**src/sv/hrf_pkg.sv**
```systemverilog
// Shared types, character codes and key tables for the HTTP request framer.
// Used by hrf_hdr_parser and http_request_framer; depends on nothing else.
package hrf_pkg;

  localparam int MAX_LENGTH_DIGITS = 12;
  localparam int LEN_W             = 40;   // content-length accumulator
  localparam int CNT_W             = 17;   // header byte counter
  localparam int KEY_POS_W         = 5;
  localparam int ENC_KEY_LEN       = 17;
  localparam int LEN_KEY_LEN       = 14;
  localparam int KEY_POS_CAP       = 31;

  localparam logic [LEN_W-1:0] LEN_CAP = {LEN_W{1'b1}};
  localparam logic [CNT_W-1:0] CNT_CAP = {CNT_W{1'b1}};

  localparam logic CMD_DATA  = 1'b0;
  localparam logic CMD_START = 1'b1;

  localparam logic [7:0] CH_TAB   = 8'h09;
  localparam logic [7:0] CH_LF    = 8'h0A;
  localparam logic [7:0] CH_CR    = 8'h0D;
  localparam logic [7:0] CH_SPACE = 8'h20;
  localparam logic [7:0] CH_0     = 8'h30;
  localparam logic [7:0] CH_9     = 8'h39;
  localparam logic [7:0] CH_COLON = 8'h3A;
  localparam logic [7:0] CH_A_UP  = 8'h41;
  localparam logic [7:0] CH_Z_UP  = 8'h5A;
  localparam logic [7:0] CASE_GAP = 8'h20;

  typedef enum logic [1:0] {
    PH_HEADER,
    PH_BODY,
    PH_DONE
  } phase_t;

  typedef enum logic [2:0] {
    ST_OK           = 3'd0,
    ST_HDR_LARGE    = 3'd1,
    ST_TRANSFER_ENC = 3'd2,
    ST_BAD_LENGTH   = 3'd3,
    ST_BODY_LARGE   = 3'd4
  } status_t;

  typedef enum logic {
    REG_MAX_HEADER = 1'b0,
    REG_MAX_BODY   = 1'b1
  } reg_index_t;

  localparam logic [15:0] MAX_HEADER_RESET = 16'd8192;
  localparam logic [31:0] MAX_BODY_RESET   = 32'd1048576;

  // Header facts handed from the parser to the framing control.
  typedef struct packed {
    logic             enc_seen;
    logic             len_seen;
    logic             len_bad;
    logic [LEN_W-1:0] len_value;
  } hdr_info_t;

  typedef struct packed {
    logic [31:0] body_length;
    status_t     status;
    logic        last;
    logic        hdr_end;
    logic        in_body;
    logic [7:0]  out_byte;
  } out_res_t;

  // "transfer-encoding", lower case
  function automatic logic [7:0] enc_key_char(input logic [KEY_POS_W-1:0] pos);
    logic [7:0] ch;
    case (pos)
      5'd0:    ch = 8'h74;
      5'd1:    ch = 8'h72;
      5'd2:    ch = 8'h61;
      5'd3:    ch = 8'h6E;
      5'd4:    ch = 8'h73;
      5'd5:    ch = 8'h66;
      5'd6:    ch = 8'h65;
      5'd7:    ch = 8'h72;
      5'd8:    ch = 8'h2D;
      5'd9:    ch = 8'h65;
      5'd10:   ch = 8'h6E;
      5'd11:   ch = 8'h63;
      5'd12:   ch = 8'h6F;
      5'd13:   ch = 8'h64;
      5'd14:   ch = 8'h69;
      5'd15:   ch = 8'h6E;
      5'd16:   ch = 8'h67;
      default: ch = 8'h00;
    endcase
    return ch;
  endfunction

  // "content-length", lower case
  function automatic logic [7:0] len_key_char(input logic [KEY_POS_W-1:0] pos);
    logic [7:0] ch;
    case (pos)
      5'd0:    ch = 8'h63;
      5'd1:    ch = 8'h6F;
      5'd2:    ch = 8'h6E;
      5'd3:    ch = 8'h74;
      5'd4:    ch = 8'h65;
      5'd5:    ch = 8'h6E;
      5'd6:    ch = 8'h74;
      5'd7:    ch = 8'h2D;
      5'd8:    ch = 8'h6C;
      5'd9:    ch = 8'h65;
      5'd10:   ch = 8'h6E;
      5'd11:   ch = 8'h67;
      5'd12:   ch = 8'h74;
      5'd13:   ch = 8'h68;
      default: ch = 8'h00;
    endcase
    return ch;
  endfunction

endpackage

```
**src/sv/hrf_hdr_parser.sv**
```systemverilog
// Header line parser: key matching, content-length value checking and accumulation.
// Depends on hrf_pkg.
module hrf_hdr_parser #(
  parameter int MAX_LENGTH_DIGITS = hrf_pkg::MAX_LENGTH_DIGITS
) (
  input  logic               clk,
  input  logic               rst,
  input  logic               clear,
  input  logic               step,
  input  logic [7:0]         data_byte,
  output hrf_pkg::hdr_info_t info
);

  localparam int DC_W = $clog2(MAX_LENGTH_DIGITS + 2);

  typedef struct packed {
    logic                          in_value;
    logic [hrf_pkg::KEY_POS_W-1:0] key_pos;
    logic                          len_match;
    logic                          enc_match;
    logic                          in_len;
    logic                          len_seen;
    logic                          enc_seen;
    logic                          len_bad;
    logic [DC_W-1:0]               digits;
    logic                          trailing;
    logic                          pending_cr;
    logic [hrf_pkg::LEN_W-1:0]     value;
  } parse_state_t;

  localparam parse_state_t PARSE_RESET = '{
    in_value:   1'b0,
    key_pos:    '0,
    len_match:  1'b1,
    enc_match:  1'b1,
    in_len:     1'b0,
    len_seen:   1'b0,
    enc_seen:   1'b0,
    len_bad:    1'b0,
    digits:     '0,
    trailing:   1'b0,
    pending_cr: 1'b0,
    value:      '0
  };

  parse_state_t pstate;
  parse_state_t pstate_next;

  always_comb begin
    logic                        do_cr;
    logic                        do_eol;
    logic                        do_char;
    logic [7:0]                  lc;
    logic [DC_W-1:0]             dc_inc;
    logic [hrf_pkg::LEN_W+3:0]   mac;
    logic [hrf_pkg::LEN_W-1:0]   digit;
    pstate_next = pstate;
    do_cr       = 1'b0;
    do_eol      = 1'b0;
    do_char     = 1'b0;
    lc          = data_byte;
    dc_inc      = pstate.digits;
    digit       = hrf_pkg::LEN_W'(data_byte - hrf_pkg::CH_0);
    mac         = '0;

    // A held CR either closes the line (with LF) or becomes line content.
    if (pstate.pending_cr) begin
      pstate_next.pending_cr = 1'b0;
      if (data_byte == hrf_pkg::CH_LF) begin
        do_eol = 1'b1;
      end else begin
        do_cr = 1'b1;
      end
    end
    if (!do_eol) begin
      if (data_byte == hrf_pkg::CH_CR) begin
        pstate_next.pending_cr = 1'b1;
      end else begin
        do_char = 1'b1;
      end
    end

    // CR as content: never part of a key, never valid in a length value
    if (do_cr) begin
      if (!pstate_next.in_value) begin
        pstate_next.enc_match = 1'b0;
        pstate_next.len_match = 1'b0;
        if (pstate_next.key_pos < hrf_pkg::KEY_POS_W'(hrf_pkg::KEY_POS_CAP)) begin
          pstate_next.key_pos = pstate_next.key_pos + 1'b1;
        end
      end else if (pstate_next.in_len) begin
        pstate_next.len_bad = 1'b1;
      end
    end

    if (do_eol) begin
      if (pstate_next.in_len && pstate_next.digits == '0) begin
        pstate_next.len_bad = 1'b1;
      end
      pstate_next.in_len    = 1'b0;
      pstate_next.in_value  = 1'b0;
      pstate_next.key_pos   = '0;
      pstate_next.len_match = 1'b1;
      pstate_next.enc_match = 1'b1;
    end

    if (do_char) begin
      if (!pstate_next.in_value) begin
        if (data_byte == hrf_pkg::CH_COLON) begin
          if (pstate_next.enc_match &&
              pstate_next.key_pos == hrf_pkg::KEY_POS_W'(hrf_pkg::ENC_KEY_LEN)) begin
            pstate_next.enc_seen = 1'b1;
          end
          if (pstate_next.len_match && !pstate_next.len_seen &&
              pstate_next.key_pos == hrf_pkg::KEY_POS_W'(hrf_pkg::LEN_KEY_LEN)) begin
            pstate_next.len_seen = 1'b1;
            pstate_next.in_len   = 1'b1;
          end
          pstate_next.in_value = 1'b1;
        end else begin
          if (data_byte >= hrf_pkg::CH_A_UP && data_byte <= hrf_pkg::CH_Z_UP) begin
            lc = data_byte + hrf_pkg::CASE_GAP;
          end
          if (pstate_next.key_pos >= hrf_pkg::KEY_POS_W'(hrf_pkg::ENC_KEY_LEN) ||
              hrf_pkg::enc_key_char(pstate_next.key_pos) != lc) begin
            pstate_next.enc_match = 1'b0;
          end
          if (pstate_next.key_pos >= hrf_pkg::KEY_POS_W'(hrf_pkg::LEN_KEY_LEN) ||
              hrf_pkg::len_key_char(pstate_next.key_pos) != lc) begin
            pstate_next.len_match = 1'b0;
          end
          if (pstate_next.key_pos < hrf_pkg::KEY_POS_W'(hrf_pkg::KEY_POS_CAP)) begin
            pstate_next.key_pos = pstate_next.key_pos + 1'b1;
          end
        end
      end else if (pstate_next.in_len && !pstate_next.len_bad) begin
        if (data_byte == hrf_pkg::CH_SPACE || data_byte == hrf_pkg::CH_TAB) begin
          if (pstate_next.digits != '0) begin
            pstate_next.trailing = 1'b1;
          end
        end else if (data_byte >= hrf_pkg::CH_0 && data_byte <= hrf_pkg::CH_9 &&
                     !pstate_next.trailing) begin
          dc_inc = pstate_next.digits;
          if (dc_inc <= DC_W'(MAX_LENGTH_DIGITS)) begin
            dc_inc = dc_inc + 1'b1;
          end
          pstate_next.digits = dc_inc;
          if (dc_inc > DC_W'(MAX_LENGTH_DIGITS)) begin
            pstate_next.len_bad = 1'b1;
          end else begin
            // value * 10 + digit, saturating
            mac = {pstate_next.value, 3'b000} + {2'b00, pstate_next.value, 1'b0} +
                  {4'b0000, digit};
            if (mac > {4'b0000, hrf_pkg::LEN_CAP}) begin
              pstate_next.value = hrf_pkg::LEN_CAP;
            end else begin
              pstate_next.value = mac[hrf_pkg::LEN_W-1:0];
            end
          end
        end else begin
          pstate_next.len_bad = 1'b1;
        end
      end
    end
  end

  always_ff @(posedge clk) begin
    if (rst || clear) begin
      pstate <= PARSE_RESET;
    end else if (step) begin
      pstate <= pstate_next;
    end
  end

  // The terminating LF only closes a line, so the stored value already holds
  // the final length when the header end is decided.
  assign info.enc_seen  = pstate_next.enc_seen;
  assign info.len_seen  = pstate_next.len_seen;
  assign info.len_bad   = pstate_next.len_bad;
  assign info.len_value = pstate.value;

endmodule

```
**src/sv/http_request_framer.sv**
```systemverilog
// Top level of the HTTP/1.x request framer: stream ports, APB registers, framing control
// and the output register with skid stage. Depends on hrf_pkg and hrf_hdr_parser.
//
//  Port group  Direction  Beat contents
//  s_*         in         tuser: command; tdata: data_byte
//  m_*         out        tdata: out_byte, status, body_length; tuser: in_body,
//                         hdr_end; tlast: last
//  p*          in/out     APB: max_header_bytes at 0x0, max_body_bytes at 0x4
//
// One beat per cycle while s_tready is high: parser and framing state update when a
// beat is accepted; the result enters the output or skid register on the same edge.
// A skid register keeps s_tready high for one beat while m_tready is low.
// A start command, or a beat after the request is complete, gives no output beat.
// rst is synchronous; it restores register defaults and starts a new request.
module http_request_framer #(
  parameter int MAX_LENGTH_DIGITS = hrf_pkg::MAX_LENGTH_DIGITS
) (
  input  logic        clk,
  input  logic        rst,
  // input stream
  input  logic        s_tvalid,
  output logic        s_tready,
  input  logic [7:0]  s_tdata,   // [7:0] data_byte
  input  logic        s_tuser,   // [0] command
  // output stream
  output logic        m_tvalid,
  input  logic        m_tready,
  output logic [47:0] m_tdata,   // [7:0] out_byte, [10:8] status, [42:11] body_length
  output logic [1:0]  m_tuser,   // [0] in_body, [1] hdr_end
  output logic        m_tlast,
  // configuration
  input  logic        psel,
  input  logic        penable,
  input  logic        pwrite,
  input  logic [2:0]  paddr,
  input  logic [31:0] pwdata,
  output logic [31:0] prdata,
  output logic        pready
);

  logic [15:0] max_header_bytes;
  logic [31:0] max_body_bytes;

  hrf_pkg::phase_t               phase;
  hrf_pkg::phase_t               phase_next;
  logic [1:0]                    term;
  logic [1:0]                    term_next;
  logic [hrf_pkg::CNT_W-1:0]     header_count;
  logic [hrf_pkg::CNT_W-1:0]     header_count_next;
  logic [31:0]                   remaining;
  logic [31:0]                   remaining_next;

  hrf_pkg::hdr_info_t            info;
  hrf_pkg::status_t              hdr_status;
  hrf_pkg::out_res_t             res;
  logic                          res_valid;

  hrf_pkg::out_res_t             out_res;
  logic                          out_valid;
  hrf_pkg::out_res_t             skid_res;
  logic                          skid_valid;

  logic                          in_acc;
  logic                          data_acc;
  logic                          done_hdr;
  logic                          hdr_over;
  logic [31:0]                   body_len;

  // ---------------- configuration ----------------
  assign pready = 1'b1;

  always_ff @(posedge clk) begin
    if (rst) begin
      max_header_bytes <= hrf_pkg::MAX_HEADER_RESET;
      max_body_bytes   <= hrf_pkg::MAX_BODY_RESET;
    end else if (psel && penable && pwrite && pready) begin
      unique case (hrf_pkg::reg_index_t'(paddr[2]))
        hrf_pkg::REG_MAX_HEADER: max_header_bytes <= pwdata[15:0];
        hrf_pkg::REG_MAX_BODY:   max_body_bytes   <= pwdata;
        default: ;
      endcase
    end
  end

  always_comb begin
    unique case (hrf_pkg::reg_index_t'(paddr[2]))
      hrf_pkg::REG_MAX_HEADER: prdata = {16'h0000, max_header_bytes};
      hrf_pkg::REG_MAX_BODY:   prdata = max_body_bytes;
      default:                 prdata = '0;
    endcase
  end

  // ---------------- input side ----------------
  assign s_tready = !skid_valid;
  assign in_acc   = s_tvalid && s_tready;
  assign data_acc = in_acc && (s_tuser == hrf_pkg::CMD_DATA);

  hrf_hdr_parser #(
    .MAX_LENGTH_DIGITS(MAX_LENGTH_DIGITS)
  ) u_parser (
    .clk       (clk),
    .rst       (rst),
    .clear     (in_acc && (s_tuser == hrf_pkg::CMD_START)),
    .step      (data_acc && (phase == hrf_pkg::PH_HEADER)),
    .data_byte (s_tdata),
    .info      (info)
  );

  // ---------------- header framing ----------------
  always_comb begin
    if (s_tdata == hrf_pkg::CH_CR) begin
      term_next = (term == 2'd2) ? 2'd3 : 2'd1;
    end else if (s_tdata == hrf_pkg::CH_LF) begin
      term_next = (term == 2'd1) ? 2'd2 : 2'd0;
    end else begin
      term_next = 2'd0;
    end
  end

  assign done_hdr = (s_tdata == hrf_pkg::CH_LF) && (term == 2'd3);
  assign header_count_next = (header_count == hrf_pkg::CNT_CAP) ?
                             header_count : header_count + 1'b1;
  assign hdr_over = header_count_next > hrf_pkg::CNT_W'(max_header_bytes);
  assign body_len = info.len_seen ? info.len_value[31:0] : 32'd0;
  assign remaining_next = (remaining != 32'd0) ? remaining - 1'b1 : remaining;

  always_comb begin
    if (info.enc_seen) begin
      hdr_status = hrf_pkg::ST_TRANSFER_ENC;
    end else if (info.len_seen && info.len_bad) begin
      hdr_status = hrf_pkg::ST_BAD_LENGTH;
    end else if (info.len_seen && info.len_value > hrf_pkg::LEN_W'(max_body_bytes)) begin
      hdr_status = hrf_pkg::ST_BODY_LARGE;
    end else begin
      hdr_status = hrf_pkg::ST_OK;
    end
  end

  // next phase
  always_comb begin
    phase_next = phase;
    unique case (phase)
      hrf_pkg::PH_HEADER: begin
        if (done_hdr) begin
          if (hdr_status != hrf_pkg::ST_OK || body_len == 32'd0) begin
            phase_next = hrf_pkg::PH_DONE;
          end else begin
            phase_next = hrf_pkg::PH_BODY;
          end
        end else if (hdr_over) begin
          phase_next = hrf_pkg::PH_DONE;
        end
      end
      hrf_pkg::PH_BODY: begin
        if (remaining_next == 32'd0) begin
          phase_next = hrf_pkg::PH_DONE;
        end
      end
      hrf_pkg::PH_DONE: phase_next = hrf_pkg::PH_DONE;
      default:          phase_next = hrf_pkg::PH_DONE;
    endcase
  end

  // result beat
  always_comb begin
    res             = '0;
    res.out_byte    = s_tdata;
    res.status      = hrf_pkg::ST_OK;
    res_valid       = data_acc && (phase != hrf_pkg::PH_DONE);
    unique case (phase)
      hrf_pkg::PH_HEADER: begin
        if (done_hdr) begin
          res.hdr_end = 1'b1;
          res.status  = hdr_status;
          if (hdr_status != hrf_pkg::ST_OK) begin
            res.last = 1'b1;
          end else begin
            res.body_length = body_len;
            res.last        = (body_len == 32'd0);
          end
        end else if (hdr_over) begin
          res.last   = 1'b1;
          res.status = hrf_pkg::ST_HDR_LARGE;
        end
      end
      hrf_pkg::PH_BODY: begin
        res.in_body = 1'b1;
        res.last    = (remaining_next == 32'd0);
      end
      hrf_pkg::PH_DONE: res_valid = 1'b0;
      default:          res_valid = 1'b0;
    endcase
  end

  always_ff @(posedge clk) begin
    if (rst || (in_acc && s_tuser == hrf_pkg::CMD_START)) begin
      phase        <= hrf_pkg::PH_HEADER;
      term         <= 2'd0;
      header_count <= '0;
      remaining    <= 32'd0;
    end else if (data_acc) begin
      phase <= phase_next;
      if (phase == hrf_pkg::PH_HEADER) begin
        term         <= term_next;
        header_count <= header_count_next;
        if (done_hdr) begin
          remaining <= body_len;
        end
      end else if (phase == hrf_pkg::PH_BODY) begin
        remaining <= remaining_next;
      end
    end
  end

  // ---------------- output register and skid ----------------
  always_ff @(posedge clk) begin
    if (rst) begin
      out_valid  <= 1'b0;
      skid_valid <= 1'b0;
    end else if (!out_valid || m_tready) begin
      if (skid_valid) begin
        out_valid  <= 1'b1;
        skid_valid <= 1'b0;
      end else begin
        out_valid <= res_valid;
      end
    end else if (res_valid) begin
      skid_valid <= 1'b1;
    end
  end

  always_ff @(posedge clk) begin
    if (!out_valid || m_tready) begin
      out_res <= skid_valid ? skid_res : res;
    end else if (res_valid) begin
      skid_res <= res;
    end
  end

  assign m_tvalid = out_valid;
  assign m_tdata  = {5'b00000, out_res.body_length, 3'(out_res.status), out_res.out_byte};
  assign m_tuser  = {out_res.hdr_end, out_res.in_body};
  assign m_tlast  = out_res.last;

`ifndef SYNTHESIS
  // skid holds a beat only behind a full output register
  a_skid_behind_out: assert property (@(posedge clk) disable iff (rst)
    skid_valid |-> out_valid)
    else $error("skid register full while output register empty");

  // any error status closes the request
  a_err_is_last: assert property (@(posedge clk) disable iff (rst)
    (out_valid && out_res.status != hrf_pkg::ST_OK) |-> out_res.last)
    else $error("error status without last");

  // an error carries no body length
  a_err_no_length: assert property (@(posedge clk) disable iff (rst)
    (out_valid && out_res.status != hrf_pkg::ST_OK) |-> (out_res.body_length == 32'd0))
    else $error("error status with nonzero body length");

  // body beats never mark the header end
  a_body_not_hdr_end: assert property (@(posedge clk) disable iff (rst)
    (out_valid && out_res.in_body) |-> !out_res.hdr_end)
    else $error("body beat flagged as header end");

  // a start command restarts header parsing
  a_start_clears: assert property (@(posedge clk) disable iff (rst)
    (in_acc && s_tuser == hrf_pkg::CMD_START) |=>
      (phase == hrf_pkg::PH_HEADER && header_count == '0 && term == 2'd0))
    else $error("start command did not clear framing state");
`endif

endmodule

```
**config.mk**
```make
export PLATFORM = sky130hd
export DESIGN_NAME = http_request_framer
export DESIGN_NICKNAME = d
export VERILOG_FILES = /design/src/sv/hrf_pkg.sv /design/src/sv/hrf_hdr_parser.sv /design/src/sv/http_request_framer.sv
export SDC_FILE = /design/constraint.sdc
export NUM_CORES = 1
export LEC_CHECK = 0
export BUFFER_PORTS_ARGS = -buffer_cell sky130_fd_sc_hd__clkbuf_2
export CAP_MARGIN = 20
export CELL_PAD_IN_SITES_DETAIL_PLACEMENT = 1
export CELL_PAD_IN_SITES_GLOBAL_PLACEMENT = 2
export CORE_MARGIN = 3
export CORE_UTILIZATION = 41
export CTS_CLUSTER_DIAMETER = 80
export DETAILED_ROUTE_END_ITERATION = 10
export PLACE_DENSITY_LB_ADDON = 0.1
export SYNTH_ARGS = -nofsm -noshare
export SYNTH_HDL_FRONTEND = slang
export SYNTH_SLANG_ARGS = --single-unit
```
**constraint.sdc**
```tcl
create_clock -name clk -period 12.5 [get_ports clk]
set_clock_uncertainty 0.2 [all_clocks]
set_input_delay 3.125 -clock clk [delete_from_list [all_inputs] [get_ports clk]]
set_output_delay 3.125 -clock clk [all_outputs]
set_load 0.005 [all_outputs]
```
==> Implementation_results.wiki <==
{| class="wikitable"
! Metric !! Value
|-
| Run status || complete, no violations
|-
| Longest Clk Path Bufs || 3
|-
| Final standard cell count with taps included and fillers excluded || 2572
|-
| Cells after DPL || roughly 2.5k
|-
| Via count of the routed design || 15.4k
|-
| Diode count || 0
|-
| Proportion of total power due to net switching || 25.4%
|-
| Number of global-route vias before repair || 15.9k
|-
| Number of flops mapped to enable cells by yosys || 92
|-
| R2r startpoint || u_parser.info[2]
|-
| Maximum frequency from static timing analysis || around 120 MHz
|-
| DRC violations left || 0
|-
| Maximum level of the CTS H-tree || 1
|-
| Cell row count || 74
|-
| Min-delay src || max_header_bytes[6]
|-
| Pin count of the biggest net entering global routing || 60
|-
| Clk network pwr share || 45.7%
|-
| Average via count per standard cell || 5.98
|-
| Number of unique standard cell types used by synthesis || 98
|-
| Starting Density || 41.7%
|-
| Cell Area, Synth || 0.0171 mm2
|-
| Hold Buf Count CTS || 0
|-
| Capture instance of the worst register-to-register path || u_parser.info[4]
|-
| Routed wire per std cell || 22.1 um
|-
| Final net count || ~2.2k
|-
| Register area share after synthesis || 35.0%
|-
| TritonCTS clock tree || done
|-
| Clock sinks || 253
|-
| Clock-pin slew on the worst setup and hold paths || around 60 ps
|-
| Switching power || ~0.00048 W
|-
| Layout cell share with drive strength beyond 1 || ~16%
|-
| Routability Congestion || 0.868
|-
| Layout-stage area growth over the synthesis result || 11.8%
|-
| Cells after synthesis || 1943
|-
| Number of antenna violations at the first check in global routing || 0
|-
| Combined area of the multi-input logic cells || 0.0103 mm2
|-
| Yosys synthesis warning count || 0
|-
| Portion of total power attributed to combinational logic || 7.8%
|-
| Final hold vios || 0
|-
| Critical path data arrival time || 8760 ps
|-
| Cts bufs inserted || 31
|-
| Flop2flop setup slack || about 7500 ps
|-
| Worst Path Required || about 13000 ps
|-
| Number of maximum-capacitance constraint violations || 0
|-
| Placed wire-length estimate || 40700 um
|-
| Leakage Power || 7.81 nW
|-
| Clock tree root driver cell || clkbuf_16
|-
| Clock insertion delay at the later pin of the skew report || slightly below 600 ps
|-
| Post-CTS Setup Repair Bufs || 0
|-
| Power Dens Cells || roughly 100 mW/mm2
|-
| Global-route usage over all layers || 25.5%
|-
| Total overflow reported by the global router || 0
|-
| Area of the die || 0.0442 mm2
|-
| Final cycle utilization of the critical path || 67.6%
|-
| Count of final setup violators || 0
|-
| Synthesized area divided by synthesized cell count || 8.80 um2
|-
| Worst hold-check path type || reg2reg
|-
| Leading register cell type out of synthesis || dfxtp_1
|-
| Storage cell area || roughly 0.006 mm2
|-
| Total core area || 0.0410 mm2
|-
| Final Core Density || 46.6%
|-
| Die width || about 210 um
|-
| Number of instances resized during post-cts repair || 0
|-
| Slew margin rel. || 27.8%
|-
| Internal power consumption || 0.00140 W
|-
| Final max-slew violation count || 0
|-
| I/O pin total || roughly 140
|-
| Async set or reset register ratio after synthesis || 0%
|-
| Sequential cell fraction of total power || 46.5%
|-
| Filler instances || 4821
|-
| Crit path launch type || input port
|-
| Setup repair after global routing missed its margin || no
|-
| Die Y-Extent || approximately 210 um
|-
| Crit end category || flip-flop
|-
| Accumulated negative setup slack || 0 ps
|-
| Critical-path maximum fanout || 35
|-
| Worst R2R Path Depth || 14
|-
| Setup Crit Path Kind || in2reg
|-
| Hold-critical path endpoint || max_header_bytes[6]
|-
| Clock period minus worst slack || 8450 ps
|-
| Count of input and output buffers || about 130
|-
| Starting DRC count in detailed routing || 810
|-
| Wire length of the first global-routing pass || approximately 91000 um
|-
| Overall routed net length || 56900 um
|-
| Worst slew pin tran || 1080 ps
|-
| Number of cells on the worst hold path || 2
|-
| Peak VDD IR || 0.0960 mV
|-
| Iteration count of the initial detailed-routing pass || 6
|-
| Count of antenna-violating nets left after detailed routing || 0
|-
| Number of storage elements in the synthesis netlist || 253
|}
critical path, stage by stage:
cell,delay (ps)
clkbuf_2,250
ha_1,360
nor2_4,430
buf_4,470
fa_1,500
ha_1,420
and3_1,220
o311ai_0,200
a211oi_1,950
o211ai_1,240
a21boi_0,310
nor3_1,100
o221ai_2,330
buf_4,500
o221a_2,290
flip-flops by register name, summed over array words and instances (netlist names), 15 cells and up, named ones only:
signal	flops
u_parser.pstate	15
max_body_bytes	32
max_header_bytes	16
header_count	17
u_parser.info	40
m_tdata	43
remaining	32
skid_res	46
cells by family (layout without fill, tap and decap cells):
logic type      Yosys count  count (layout)  synth area share, %
fa+ha+maj               151             151                 12.7
flops                   253             253                 35.0
other cells               2               6               0.0439
compound gates          524             524                 20.7
buf+inv                 212             305                 4.93
xor+xnor                 86              86                 4.41
simple gates            664             664                 18.9
mux                      51              51                 3.31
synth_stat cells, drive strengths merged, types with 13 or more instances:
library cell | number | area (um2)
a211oi | 19 | 143
a21o | 24 | 180
a21oi | 185 | 930
a221oi | 18 | 164
a31oi | 15 | 93.8
and2 | 32 | 200
and3 | 13 | 81.3
buf | 20 | 123
clkbuf | 96 | 360
dfxtp | 161 | 3220
edfxtp | 92 | 2760
fa | 38 | 761
ha | 113 | 1410
inv | 95 | 357
mux2 | 44 | 495
nand2 | 227 | 852
nand3 | 49 | 250
nand4 | 31 | 194
nor2 | 148 | 556
nor2b | 13 | 81.3
nor3 | 54 | 280
nor4 | 21 | 153
o211ai | 14 | 105
o21a | 15 | 113
o21ai | 97 | 485
o221a | 39 | 439
or3 | 14 | 87.6
xnor2 | 48 | 420
xor2 | 38 | 333
how the worst max path moves through the flow:
stage	cells after the start	startpoint	end	slack (ps)
floorplan	15	s_tdata[7]	u_parser.info[30]	3600
global placement	15	s_tdata[4]	u_parser.info[3]	3650
detailed placement	15	s_tdata[4]	u_parser.info[4]	3570
CTS	15	s_tdata[4]	u_parser.info[4]	4140
global route	15	s_tdata[4]	u_parser.info[7]	3760
finish	15	s_tdata[4]	u_parser.info[4]	4050
layout by cell type, fill, tap and decap left out, types with 31 or more instances in the layout:
| master | Yosys | final |
|---|---|---|
| nand2_1 | 227 | 227 |
| a21oi_1 | 184 | 183 |
| dfxtp_1 | 161 | 161 |
| nor2_1 | 148 | 144 |
| clkbuf_2 | 0 | 128 |
| ha_1 | 113 | 113 |
| inv_1 | 94 | 94 |
| o21ai_0 | 92 | 92 |
| edfxtp_1 | 92 | 92 |
| nor3_1 | 52 | 51 |
| nand3_1 | 48 | 48 |
| xnor2_1 | 48 | 48 |
| mux2_2 | 43 | 43 |
| xor2_1 | 38 | 38 |
| o221a_2 | 38 | 38 |
| fa_1 | 38 | 38 |
| nand4_1 | 31 | 31 |
| and2_1 | 31 | 31 |
| clkbuf_16 | 0 | 31 |
stage by stage:
| stage | hold slack (ps) | instance area [um2] | power [W] | worst slack (ps) |
|---|---|---|---|---|
| 2_1_floorplan | 236 | 17100 | 0.000978 | 3600 |
| 3_3_place_gp | 243 | 18200 | 0.00103 | 3650 |
| 3_5_place_dp | 247 | 18200 | 0.00104 | 3570 |
| 4_1_cts | 254 | 19100 | 0.00190 | 4140 |
| 5_1_grt | 271 | 19100 | 0.00194 | 3760 |
| 6_report | 252 | 19100 | 0.00188 | 4050 |
per-layer routing:
layer	vias to the layer above	routed length, um	track usage [%]
met1	7778	25800	34.4
met5	-	0	0
met3	78	1900	2.43
met4	0	1370	5.98
li1	7237	-	-
met2	287	27800	44.4
power groups by stage:
stage                     sequential [W]  combinational (W)  clock [W]
after global routing            0.000873           0.000163   0.000908
after global placement          0.000889           0.000143          0
final                           0.000872           0.000147   0.000858
after detailed placement        0.000889           0.000146          0
after CTS                       0.000872           0.000147   0.000881
after floorplan                 0.000887          0.0000909          0
area by class of cell:
| class | instances | area share (%) |
|---|---|---|
| clock buffer | 39 | 4.32 |
| clock inverter | 17 | 0.615 |
| inverter | 96 | 1.89 |
| multi-input combinational | 1482 | 54.0 |
| sequential | 253 | 31.3 |
| tap | 532 | 3.48 |
| timing repair buffer | 153 | 4.33 |
Power figures use the tool's default switching activity.
